`src/design/wwsm_pkg.sv`:
```
package wwsm_pkg;

	localparam int DAY_MINS        = 24 * 60;
	localparam int WEEK_MINS       = 7 * DAY_MINS;
	localparam int MAX_WINDOWS_DEF = 16;
	localparam int MOW_W           = 14;
	localparam int SPAN_W          = 17;

	localparam logic signed [SPAN_W-1:0] WEEK_S  = SPAN_W'(WEEK_MINS);
	localparam logic signed [SPAN_W-1:0] WEEK2_S = SPAN_W'(2 * WEEK_MINS);

	typedef logic [MOW_W-1:0]         mow_t;
	typedef logic signed [SPAN_W-1:0] span_t;

	typedef enum logic [1:0] {
		CM_HOLD,
		CM_ROTATE,
		CM_COMPACT,
		CM_APPEND
	} cell_mode_t;

	// control broadcast along the chain
	typedef struct packed {
		cell_mode_t mode;
		mow_t       wstart;
		mow_t       wend;
	} cell_ctrl_t;

	typedef enum logic [2:0] {
		ST_IDLE,
		ST_QUERY,
		ST_MERGE,
		ST_COMPACT,
		ST_APPEND,
		ST_DONE
	} state_t;

	// day, hour and minute to minute-of-week; the raw sum stays below two weeks
	function automatic mow_t to_mow(logic [2:0] day, logic [4:0] hour, logic [5:0] mins);
		logic [14:0] sum;
		sum = 15'(day) * 15'(DAY_MINS) + 15'(hour) * 15'd60 + 15'(mins);
		if (sum >= 15'(WEEK_MINS))
			sum = sum - 15'(WEEK_MINS);
		return sum[MOW_W-1:0];
	endfunction

	// reduce a span bound, known to lie in minus one to three weeks
	function automatic mow_t week_mod(span_t v);
		span_t r;
		r = v;
		if (r < 0)
			r = r + WEEK_S;
		else if (r >= WEEK2_S)
			r = r - WEEK2_S;
		else if (r >= WEEK_S)
			r = r - WEEK_S;
		return r[MOW_W-1:0];
	endfunction

endpackage

```
`src/design/wwsm_cell.sv`:
```
module wwsm_cell (
	input  logic                 clk,
	input  logic                 arst_n,
	input  wwsm_pkg::cell_ctrl_t ctrl,
	input  wwsm_pkg::mow_t       nxt_start,
	input  wwsm_pkg::mow_t       nxt_end,
	input  logic                 nxt_valid,
	input  logic                 hole_in,
	input  logic                 prev_valid,
	output wwsm_pkg::mow_t       wstart,
	output wwsm_pkg::mow_t       wend,
	output logic                 valid,
	output logic                 hole_out
);

	wwsm_pkg::mow_t start_q, end_q;
	logic           valid_q;
	logic           take_nxt;
	logic           take_new;

	// a cell at or after the first hole moves one place toward the head
	assign hole_out = hole_in | ~valid_q;

	always_comb begin
		take_nxt = 1'b0;
		take_new = 1'b0;
		case (ctrl.mode)
			wwsm_pkg::CM_ROTATE:  take_nxt = 1'b1;
			wwsm_pkg::CM_COMPACT: take_nxt = hole_out;
			wwsm_pkg::CM_APPEND:  take_new = ~valid_q & prev_valid;
			default:              ;
		endcase
	end

	// hold the validity flag
	always_ff @(posedge clk or negedge arst_n) begin
		if (!arst_n)
			valid_q <= 1'b0;
		else if (take_nxt)
			valid_q <= nxt_valid;
		else if (take_new)
			valid_q <= 1'b1;
	end

	// hold the window bounds
	always_ff @(posedge clk) begin
		if (take_nxt) begin
			start_q <= nxt_start;
			end_q   <= nxt_end;
		end else if (take_new) begin
			start_q <= ctrl.wstart;
			end_q   <= ctrl.wend;
		end
	end

	assign wstart = start_q;
	assign wend   = end_q;
	assign valid  = valid_q;

endmodule

```
`src/design/wwsm_absorb.sv`:
```
module wwsm_absorb (
	input  wwsm_pkg::span_t ns,
	input  wwsm_pkg::span_t ne,
	input  wwsm_pkg::mow_t  es0,
	input  wwsm_pkg::mow_t  ee0,
	input  logic            valid,
	output logic            hit,
	output wwsm_pkg::span_t ns_new,
	output wwsm_pkg::span_t ne_new
);

	wwsm_pkg::span_t s0, e0;
	wwsm_pkg::span_t es [3];
	wwsm_pkg::span_t ee [3];
	logic [2:0]      fit;
	wwsm_pkg::span_t es_sel, ee_sel;

	// unwrap the stored window, then try it one week early, in place and one late
	always_comb begin
		s0 = wwsm_pkg::SPAN_W'(es0);
		e0 = wwsm_pkg::SPAN_W'(ee0);
		if (e0 < s0)
			e0 = e0 + wwsm_pkg::WEEK_S;
		es[0] = s0 - wwsm_pkg::WEEK_S;
		ee[0] = e0 - wwsm_pkg::WEEK_S;
		es[1] = s0;
		ee[1] = e0;
		es[2] = s0 + wwsm_pkg::WEEK_S;
		ee[2] = e0 + wwsm_pkg::WEEK_S;
		for (int k = 0; k < 3; k++)
			fit[k] = (es[k] <= ne + 1) && (ee[k] >= ns - 1);
		if (fit[0]) begin
			es_sel = es[0];
			ee_sel = ee[0];
		end else if (fit[1]) begin
			es_sel = es[1];
			ee_sel = ee[1];
		end else begin
			es_sel = es[2];
			ee_sel = ee[2];
		end
		hit    = valid & (|fit);
		ns_new = (hit && es_sel < ns) ? es_sel : ns;
		ne_new = (hit && ee_sel > ne) ? ee_sel : ne;
	end

endmodule

```
`src/design/weekly_window_set_merge_core.sv`:
```
// Weekly window table: up to MAX_WINDOWS windows held in a chain of cells,
// each cell one entry, the chain rotating one place a cycle past a single
// compare unit at its head. Requests are taken one at a time: in_stall is high
// from the accepting edge until the block is idle again. A query makes one
// rotation of the chain, then a result state and an idle state. An add makes
// merge passes, one rotation each, until one absorbs nothing (at most the
// entry count plus one passes), then a compaction rotation only when
// something was absorbed, an append step unless the add is dropped as full,
// then a result state and an idle state. The result state lasts longer while
// the output register holds a word that the receiver is stalling.
module weekly_window_set_merge_core #(
	parameter int MAX_WINDOWS = wwsm_pkg::MAX_WINDOWS_DEF,
	localparam int CNT_W = $clog2(MAX_WINDOWS + 1),
	localparam int IDX_W = (MAX_WINDOWS > 1) ? $clog2(MAX_WINDOWS) : 1
) (
	input  logic             clk,
	input  logic             arst_n,
	input  logic             in_valid,
	output logic             in_stall,
	input  logic             req_type,
	input  logic [2:0]       first_day,
	input  logic [4:0]       start_hour,
	input  logic [5:0]       start_min,
	input  logic [2:0]       end_day,
	input  logic [4:0]       end_hour,
	input  logic [5:0]       end_min,
	input  logic [2:0]       query_day,
	input  logic [4:0]       query_hour,
	input  logic [5:0]       query_min,
	output logic             out_valid,
	input  logic             out_stall,
	output logic             active,
	output logic [CNT_W-1:0] window_count,
	output logic             table_full
);

	wwsm_pkg::state_t     state_q, state_d;
	wwsm_pkg::cell_ctrl_t ctrl;
	wwsm_pkg::mow_t       c_start [MAX_WINDOWS];
	wwsm_pkg::mow_t       c_end   [MAX_WINDOWS];
	logic                 c_valid [MAX_WINDOWS];
	logic                 c_hole  [MAX_WINDOWS];
	wwsm_pkg::mow_t       tail_start, tail_end;
	logic                 tail_valid;

	logic [IDX_W-1:0]     cnt_q;
	logic [CNT_W-1:0]     count_q;
	wwsm_pkg::span_t      ns_q, ne_q;
	wwsm_pkg::mow_t       qm_q;
	logic                 hit_q, changed_q, any_q, full_q;
	logic                 last_step;
	logic                 absorb_hit;
	wwsm_pkg::span_t      ns_new, ne_new;
	logic                 q_hit;
	wwsm_pkg::mow_t       ins_start, ins_end;
	logic                 ld_out;
	logic                 out_valid_q, active_q, full_out_q;
	logic [CNT_W-1:0]     count_out_q;
	wwsm_pkg::mow_t       mow_s, mow_e;
	wwsm_pkg::span_t      ne_in;

	assign last_step = (cnt_q == IDX_W'(MAX_WINDOWS - 1));

	// the chain of entries
	for (genvar i = 0; i < MAX_WINDOWS; i++) begin : g_cell
		wwsm_pkg::mow_t nstart, nend;
		logic           nvalid;
		if (i == MAX_WINDOWS - 1) begin : g_tail
			assign nstart = tail_start;
			assign nend   = tail_end;
			assign nvalid = tail_valid;
		end else begin : g_mid
			assign nstart = c_start[i+1];
			assign nend   = c_end[i+1];
			assign nvalid = c_valid[i+1];
		end
		wwsm_cell u_cell (
			.clk        (clk),
			.arst_n     (arst_n),
			.ctrl       (ctrl),
			.nxt_start  (nstart),
			.nxt_end    (nend),
			.nxt_valid  (nvalid),
			.hole_in    ((i == 0) ? 1'b0 : c_hole[(i == 0) ? 0 : i-1]),
			.prev_valid ((i == 0) ? 1'b1 : c_valid[(i == 0) ? 0 : i-1]),
			.wstart     (c_start[i]),
			.wend       (c_end[i]),
			.valid      (c_valid[i]),
			.hole_out   (c_hole[i])
		);
	end

	// compare unit at the head of the chain
	wwsm_absorb u_absorb (
		.ns     (ns_q),
		.ne     (ne_q),
		.es0    (c_start[0]),
		.ee0    (c_end[0]),
		.valid  (c_valid[0] && state_q == wwsm_pkg::ST_MERGE),
		.hit    (absorb_hit),
		.ns_new (ns_new),
		.ne_new (ne_new)
	);

	// query test on the head entry, wrapping where start is after end
	always_comb begin
		if (c_start[0] <= c_end[0])
			q_hit = qm_q >= c_start[0] && qm_q <= c_end[0];
		else
			q_hit = qm_q >= c_start[0] || qm_q <= c_end[0];
		q_hit = q_hit & c_valid[0];
	end

	// recirculate the head, dropping an absorbed entry
	assign tail_start = c_start[0];
	assign tail_end   = c_end[0];
	assign tail_valid = (state_q == wwsm_pkg::ST_COMPACT) ? 1'b0 : (c_valid[0] & ~absorb_hit);

	// merged window to store: whole week, or both ends folded into the week
	always_comb begin
		if (ne_q - ns_q + 1 >= wwsm_pkg::WEEK_S) begin
			ins_start = '0;
			ins_end   = wwsm_pkg::MOW_W'(wwsm_pkg::WEEK_MINS - 1);
		end else begin
			ins_start = wwsm_pkg::week_mod(ns_q);
			ins_end   = wwsm_pkg::week_mod(ne_q);
		end
	end

	assign mow_s = wwsm_pkg::to_mow(first_day, start_hour, start_min);
	assign mow_e = wwsm_pkg::to_mow(end_day, end_hour, end_min);
	assign ne_in = (mow_e < mow_s) ? wwsm_pkg::SPAN_W'(mow_e) + wwsm_pkg::WEEK_S
		: wwsm_pkg::SPAN_W'(mow_e);

	assign ld_out   = (state_q == wwsm_pkg::ST_DONE) && (!out_valid_q || !out_stall);
	assign in_stall = (state_q != wwsm_pkg::ST_IDLE);

	// next state and chain control
	always_comb begin
		state_d     = state_q;
		ctrl.mode   = wwsm_pkg::CM_HOLD;
		ctrl.wstart = ins_start;
		ctrl.wend   = ins_end;
		unique case (state_q)
			wwsm_pkg::ST_IDLE: begin
				if (in_valid)
					state_d = req_type ? wwsm_pkg::ST_QUERY : wwsm_pkg::ST_MERGE;
			end
			wwsm_pkg::ST_QUERY: begin
				ctrl.mode = wwsm_pkg::CM_ROTATE;
				if (last_step)
					state_d = wwsm_pkg::ST_DONE;
			end
			wwsm_pkg::ST_MERGE: begin
				ctrl.mode = wwsm_pkg::CM_ROTATE;
				if (last_step && !(changed_q || absorb_hit)) begin
					if (!(any_q || absorb_hit) && count_q >= CNT_W'(MAX_WINDOWS))
						state_d = wwsm_pkg::ST_DONE;
					else if (any_q || absorb_hit)
						state_d = wwsm_pkg::ST_COMPACT;
					else
						state_d = wwsm_pkg::ST_APPEND;
				end
			end
			wwsm_pkg::ST_COMPACT: begin
				ctrl.mode = wwsm_pkg::CM_COMPACT;
				if (last_step)
					state_d = wwsm_pkg::ST_APPEND;
			end
			wwsm_pkg::ST_APPEND: begin
				ctrl.mode = wwsm_pkg::CM_APPEND;
				state_d   = wwsm_pkg::ST_DONE;
			end
			wwsm_pkg::ST_DONE: begin
				if (ld_out)
					state_d = wwsm_pkg::ST_IDLE;
			end
			default: state_d = wwsm_pkg::ST_IDLE;
		endcase
	end

	always_ff @(posedge clk or negedge arst_n) begin
		if (!arst_n)
			state_q <= wwsm_pkg::ST_IDLE;
		else
			state_q <= state_d;
	end

	// step counter, flags and stored count
	always_ff @(posedge clk or negedge arst_n) begin
		if (!arst_n) begin
			cnt_q     <= '0;
			count_q   <= '0;
			hit_q     <= 1'b0;
			changed_q <= 1'b0;
			any_q     <= 1'b0;
			full_q    <= 1'b0;
		end else begin
			if (state_q == wwsm_pkg::ST_QUERY || state_q == wwsm_pkg::ST_MERGE
				|| state_q == wwsm_pkg::ST_COMPACT)
				cnt_q <= last_step ? '0 : cnt_q + 1'b1;
			else
				cnt_q <= '0;
			case (state_q)
				wwsm_pkg::ST_IDLE: begin
					hit_q     <= 1'b0;
					changed_q <= 1'b0;
					any_q     <= 1'b0;
					full_q    <= 1'b0;
				end
				wwsm_pkg::ST_QUERY: begin
					if (q_hit)
						hit_q <= 1'b1;
				end
				wwsm_pkg::ST_MERGE: begin
					if (absorb_hit) begin
						any_q   <= 1'b1;
						count_q <= count_q - 1'b1;
					end
					if (last_step)
						changed_q <= 1'b0;
					else if (absorb_hit)
						changed_q <= 1'b1;
					if (last_step && !(changed_q || absorb_hit) && !(any_q || absorb_hit)
						&& count_q >= CNT_W'(MAX_WINDOWS))
						full_q <= 1'b1;
				end
				wwsm_pkg::ST_APPEND: count_q <= count_q + 1'b1;
				default: ;
			endcase
		end
	end

	// capture the request and track the growing span
	always_ff @(posedge clk) begin
		if (state_q == wwsm_pkg::ST_IDLE && in_valid) begin
			qm_q <= wwsm_pkg::to_mow(query_day, query_hour, query_min);
			ns_q <= wwsm_pkg::SPAN_W'(mow_s);
			ne_q <= ne_in;
		end else if (state_q == wwsm_pkg::ST_MERGE) begin
			ns_q <= ns_new;
			ne_q <= ne_new;
		end
	end

	// output register
	always_ff @(posedge clk or negedge arst_n) begin
		if (!arst_n)
			out_valid_q <= 1'b0;
		else if (ld_out)
			out_valid_q <= 1'b1;
		else if (!out_stall)
			out_valid_q <= 1'b0;
	end

	always_ff @(posedge clk) begin
		if (ld_out) begin
			active_q    <= hit_q;
			full_out_q  <= full_q;
			count_out_q <= count_q;
		end
	end

	assign out_valid    = out_valid_q;
	assign active       = active_q;
	assign table_full   = full_out_q;
	assign window_count = count_out_q;

endmodule
```
`config.mk`:
```
export PLATFORM = sky130hd
export DESIGN_NAME = weekly_window_set_merge_core
export DESIGN_NICKNAME = d
export VERILOG_FILES = /design/src/design/wwsm_pkg.sv /design/src/design/wwsm_cell.sv /design/src/design/wwsm_absorb.sv /design/src/design/weekly_window_set_merge_core.sv
export SDC_FILE = /design/constraint.sdc
export NUM_CORES = 1
export LEC_CHECK = 0
export BUFFER_PORTS_ARGS = -buffer_cell sky130_fd_sc_hd__buf_4
export CAP_MARGIN = 20
export CORE_MARGIN = 5
export CORE_UTILIZATION = 50
export CTS_BUF_LIST = sky130_fd_sc_hd__clkbuf_16
export DETAILED_ROUTE_END_ITERATION = 7
export GPL_ROUTABILITY_DRIVEN = 1
export PLACE_DENSITY = 0.72
export SYNTH_ARGS = -nofsm -noshare
export SYNTH_HDL_FRONTEND = slang
export SYNTH_SLANG_ARGS = --single-unit
```
`constraint.sdc`:
```
create_clock -name clk -period 17.1 [get_ports clk]
set_clock_uncertainty 0.1 [all_clocks]
set_input_delay 0.855 -clock clk [delete_from_list [all_inputs] [get_ports clk]]
set_output_delay 0.855 -clock clk [all_outputs]
set_load 0.02 [all_outputs]
```
==> results of run 1 <==
## flip-flops by register name, indices dropped and copies added (netlist names)
register / count
full_q: 1
g_cell.u_cell.valid: 16
qm_q: 14
any_q: 1
hit_q: 1
table_full: 1
state_q: 3
active: 1
ne_q: 17
out_valid: 1
g_cell.u_cell.wstart: 224
cnt_q: 4
changed_q: 1
g_cell.u_cell.wend: 224
ns_q: 16
window_count: 5
count_q: 5
## per-stage QoR
step	hold WS [ns]	area (um2)	std cells
global route	0.08916	38380	4538
global placement	0.3369	36390	4433
finish	0.07890	38380	4538
CTS	0.06652	38370	4537
detailed placement	0.3377	36390	4433
floorplan	0.3253	35110	3568
## logic make-up after synthesis
family,synth area share
xor gates and xnor gates,0.04551
muxes,0.005452
and+or+nand+nor,0.1341
buffers and inverters,0.04640
AOI/OAI and AO/OA,0.1794
DFF,0.4523
adders and majority gates,0.1369
## cells in the mapped netlist (9+ instances only)
cell type	n
o211ai_1	20
nand4_1	30
and3_1	14
fa_1	32
o21ai_0	320
and2_1	15
edfxtp_1	500
or3_1	14
buf_6	12
xnor2_1	151
nor2b_1	13
buf_2	22
dfrtp_1	33
o21a_1	26
a21o_1	55
inv_1	207
clkbuf_1	144
o21bai_1	14
xor2_1	24
o22ai_1	10
o31ai_1	10
nand2_4	10
or4_1	11
o21ai_2	34
a211oi_1	22
a21oi_1	308
or2_2	9
o21ai_1	71
nand3_1	45
nand2_1	451
mux2i_1	9
mux2_2	9
nor4_1	14
ha_1	333
nor3_1	50
nand2b_1	21
nor2_1	305
a31oi_1	22
## final cells by class
class                   instances  area (um2)  share of cell area
flip-flops and latches        535       15880              0.4137
repair buffers                111       837.1             0.02181
multi-input cells            2637       17720              0.4617
well taps                     940        1176             0.03064
inverters                     211       792.0             0.02063
clock buffers                  55        1376             0.03586
clock inverters                49       601.8             0.01568
## cells in the final DEF (no fill, tap or decap), types with 10 or more instances in the layout
cell type	netlist	routed
clkinv_2	0	11
buf_4	2	110
nand3_1	45	45
nor2b_1	13	13
nor2_1	305	302
xnor2_1	151	151
o211ai_1	20	20
nand2b_1	21	21
and3_1	14	14
nor4_1	14	14
bufinv_16	0	10
ha_1	333	333
nand4_1	30	30
and2_1	15	15
o21ai_2	34	62
fa_1	32	32
o21ai_1	71	71
clkbuf_16	0	55
inv_1	207	212
nor3_1	50	50
o21bai_1	14	14
a21o_1	55	55
a31oi_1	22	22
xor2_1	24	24
o21ai_0	320	292
nand2_4	10	10
or4_1	11	11
or3_1	14	14
dfrtp_1	33	33
o31ai_1	10	10
nand2_1	451	451
a21oi_1	308	308
a211oi_1	22	22
edfxtp_1	500	500
o21a_1	26	26
## critical path, delay by kind of cell, from the launching register on
family | cells | cell delay [ns]
DFF | 1 | 0.53
muxes | 1 | 0.40
and+or+nand+nor | 6 | 1.70
AOI/OAI and AO/OA | 14 | 3.40
xor gates and xnor gates | 2 | 0.68
adders and majority gates | 4 | 1.23
buffers and inverters | 3 | 0.32
## final timing paths
path	from	end	slack, ns	cells past startpoint
worst max-delay path	g_cell[0].u_cell.wstart[4]	ns_q[7]	8.29	30
worst min-delay path	arst_n	g_cell[14].u_cell.valid	0.08	1
worst max register to register	g_cell[0].u_cell.wstart[4]	ns_q[7]	8.29	30
worst min register to register	full_q	table_full	0.35	0
max in group asynchronous	arst_n	hit_q	16.41	1
min in group clk	query_min[0]	qm_q[0]	0.34	1
## per-layer routing
metal | share of wire | vias up
met4 | 0.032 | 2
met5 | 0.00020 | -
met2 | 0.46 | 991
met1 | 0.43 | 13120
met3 | 0.074 | 198
li1 | - | 12880
==> impl_metrics.toml, run 1 <==
[setup_path]
slowest_delay_ns = 0.67
crit_fanout = 20
worstPathRequired_ns = 17.21
crit_type = "flip-flop to flip-flop"
cp.arrival_ns = 8.91
crit_top_cell = "ha_1"
slowest_stage = "o21ai_1"
start_kind = "flip-flop"
critPathCaptureType = "flip-flop"

[die]
start_util = 0.5031
dieArea_um2 = 75620
die_width_um = 275.0
ioPinCount = 56
die_h_um = 275.0
core_area_um2 = 69790
rows = 97

[clocking]
cts_sinks = 535
cts_made_buffers = 55
clkTransAtPathRegs_ns = 0.07
htree_num_levels = 2
cts-root-buf = "clkbuf_16"
postCtsSetupRepairBufs = 0
cts-resized-gates = 0
insertion_delay_ns = 0.66
cts_hold_buf = 0
tritoncts = "built"
ctsLongestPathBuffers = 3

[routing]
drtPass1Iterations = 5
vias = 27180
detail-route-antenna-nets = 0
drtIter0Drc = 2906
vias_per_cell = 5.990
wl_per_cell_um = 21.77
drc = 0
routed_wl_um = 98790

[logic_synthesis]
synthArstFlopShare = 0.06168
seq_area_frac_synth = 0.4523
synth_area_per_cell_um2 = 9.841
synth.area.top_cells = "edfxtp_1, ha_1, nand2_1"
yosysWarnings = 0
ys_seq_elements = 535
synth_flop_cell = "edfxtp_1"
synthesis.area_um2 = 35110
synth_cell_types = 109
syn_inst = 3568
synth_top_area_frac = 0.4276
synth_edf_count = 500
synth_top_cell_by_area = "edfxtp_1"
synth_fp_nets = 3980

[finish]
layout-drive-gt1-share = 0.09255
antennaDiodeCount = 0
final_core_util = 0.5500
nFillCells = 6039
layout.nets = 3963
synthToLayoutAreaGrowth_pct = 9.322

[timing]
hold_violations = 0
period_minus_slack_ns = 8.808
setup_slack_ns = 8.292
tightest_slew_ns = 1.131
clock.fmax_ghz = 0.1135
min_period_over_period = 0.5151
rsz0062_at_grt = "no"
drv_slew = 0
fin_tns_setup_ns = 0
finalSetupViolations = 0
max_slew_margin = 0.2454

[global_routing]
use_met3 = 0.04021
grt_pass1_wl_um = 151800
use_met2 = 0.4114
grt.busiest_layer = "met2"
grt-ovfl-total = 0
antenna_found_initial = 1
grt_usage = 0.2562
grt_max_degree = 54
grt_pass1_vias = 25760
use_met1 = 0.3610

[outcome]
status = "finished clean"

[placement]
io_buffers = 55
dpl.hpwl_um = 71250
dp_worst_setup_slack_ns = 8.501
gp_congestion = 1.009

[job]
drv_cap = 0

[hold_path]
holdCritPathClass = "input pin to asynchronous set/reset pin"
Power of run 1 is left out: the tool's default activity adds up to more than one toggle a clock period on the data nets, which glitch-free logic cannot reach.
==> inputs of run 2 (changes only) <==
--- a/config.mk
+++ b/config.mk
@@ -12,7 +12,7 @@
 export CTS_BUF_LIST = sky130_fd_sc_hd__clkbuf_16
 export DETAILED_ROUTE_END_ITERATION = 7
 export GPL_ROUTABILITY_DRIVEN = 1
-export PLACE_DENSITY = 0.72
+export PLACE_DENSITY = 0.74
 export SYNTH_ARGS = -nofsm -noshare
 export SYNTH_HDL_FRONTEND = slang
 export SYNTH_SLANG_ARGS = --single-unit
==> constraint.sdc (replaced) <==
create_clock -name clk -period 8.09 [get_ports clk]
set_clock_uncertainty 0.1 [all_clocks]
set_input_delay 0.4045 -clock clk [delete_from_list [all_inputs] [get_ports clk]]
set_output_delay 0.4045 -clock clk [all_outputs]
set_load 0.02 [all_outputs]
==> run 2 against run 1 <==
Critical path type unchanged. Final cell count grew 1.0%. Routed wire length shrank 3.9%. Non-clock buffer count up 49. Hold slack worse by 0.015 ns. Clock-buffer cell count shrank 1. Worst setup slack worse by 7.9 ns. Global-route usage decreased by 1.2 points.
==> impl_metrics.toml, run 2 (synthesis results as in run 1) <==
[placement]
io_buffers = 55
gp_congestion = 1.014
dp_worst_setup_slack_ns = 0.3156
dpl.hpwl_um = 68720
postPlaceCellArea_um2 = 36660

[clocking]
cts-root-buf = "clkbuf_16"
tritoncts = "built"
cts_sinks = 535
ctsLongestPathBuffers = 3
htree_num_levels = 2
clkTransAtPathRegs_ns = 0.06
insertion_delay_ns = 0.63
cts_made_buffers = 54

[routing]
detail-route-antenna-nets = 0
drtIter0Drc = 2819
vias_per_cell = 5.957
vias = 27310
drtPass1Iterations = 5
routed_wl_um = 94980
drc = 0
wl_per_cell_um = 20.72

[setup_path]
cp.arrival_ns = 7.98
crit_fanout = 10
critPathCaptureType = "flip-flop"
slowest_delay_ns = 0.55
slowest_stage = "a2bb2oi_1"
worstPathRequired_ns = 8.37
crit_type = "flip-flop to flip-flop"
start_kind = "flip-flop"

[finish]
final_cell_mix = "edfxtp_1, nand2_1, ha_1, a21oi_1, nor2_1"
synthToLayoutAreaGrowth_pct = 10.06
layout-drive-gt1-share = 0.1010
layout_commonest_cell = "edfxtp_1"
final_area_um2 = 38640
layout.nets = 4011
final_core_util = 0.5537

[timing]
clock.fmax_ghz = 0.1300
finalSetupViolations = 0
setup_slack_ns = 0.3969
max_slew_margin = 0.2293
period_minus_slack_ns = 7.693
fin_tns_setup_ns = 0
drv_slew = 0
hold_violations = 0
min_period_over_period = 0.9509
tightest_slew_ns = 1.155

[global_routing]
grt_pass1_wl_um = 145600
grt_pass1_vias = 25760
antenna_found_initial = 2
grt-ovfl-total = 0
grt_max_degree = 49
grt_usage = 0.2445

[die]
die_width_um = 275.0
dieArea_um2 = 75620
die_h_um = 275.0
start_util = 0.5031
core_area_um2 = 69790
rows = 97
ioPinCount = 56

[job]
drv_cap = 0

[hold_path]
holdCritPathClass = "input pin to flip-flop"

[outcome]
status = "finished clean"
## run 2: path summary, 6_finish.rpt
path,start,endpoint,cells past startpoint,slack (ns)
setup / recovery,g_cell[0].u_cell.wend[1],ns_q[3],28,0.40
hold / removal,query_hour[0],qm_q[2],2,0.06
setup reg to reg,g_cell[0].u_cell.wend[1],ns_q[3],28,0.40
hold reg to reg,cnt_q[0],cnt_q[0],1,0.37
max in group asynchronous,arst_n,g_cell[8].u_cell.valid,2,7.32
min in group asynchronous,arst_n,out_valid,2,0.21
## run 2: routing by layer
metal | GRT usage | share of wire | up-vias
li1 | - | - | 12960
met1 | 0.3298 | 0.42 | 13070
met2 | 0.3950 | 0.46 | 1060
met3 | 0.04326 | 0.077 | 222
met4 | 0.09589 | 0.042 | 4
met5 | 0 | 0.00028 | -
## run 2: layout make-up
class	count	area [um2]
repair buffers	160	1221
flip-flops and latches	535	15880
multi-input cells	2637	17740
inverters	211	792.0
clock inverters	46	479.2
fillers	5983	31140
diodes	1	2.502
clock buffers	54	1351
well taps	940	1176
## run 2: what timing repair did
| item | CTS | global route |
|---|---|---|
| setup endpoints to repair | 0 | 32 |
| buffers inserted | 0 | 8 |
| resized for setup | 0 | 5 |
| hold buffers | 5 | 0 |
| hold endpoints to repair | 37 | 0 |
## run 2: critical path, delay by kind of cell, from the launching register on
kind / cells / cell delay (ns)
AO/OA/AOI/OAI: 9 / 2.43
AND/OR/NAND/NOR: 10 / 2.28
adder cells (fa/ha/maj): 3 / 0.98
buffers and inverters: 5 / 0.92
flip-flops: 1 / 0.50
XOR/XNOR: 1 / 0.21
## run 2: per-stage QoR
step                cells  hold WS (ns)
global route         4583       0.06108
global placement     4467        0.3025
CTS                  4572       0.03153
finish               4584       0.06440
detailed placement   4467        0.3078
floorplan            3568      0.008909
Power of run 2 is left out for the same reason.
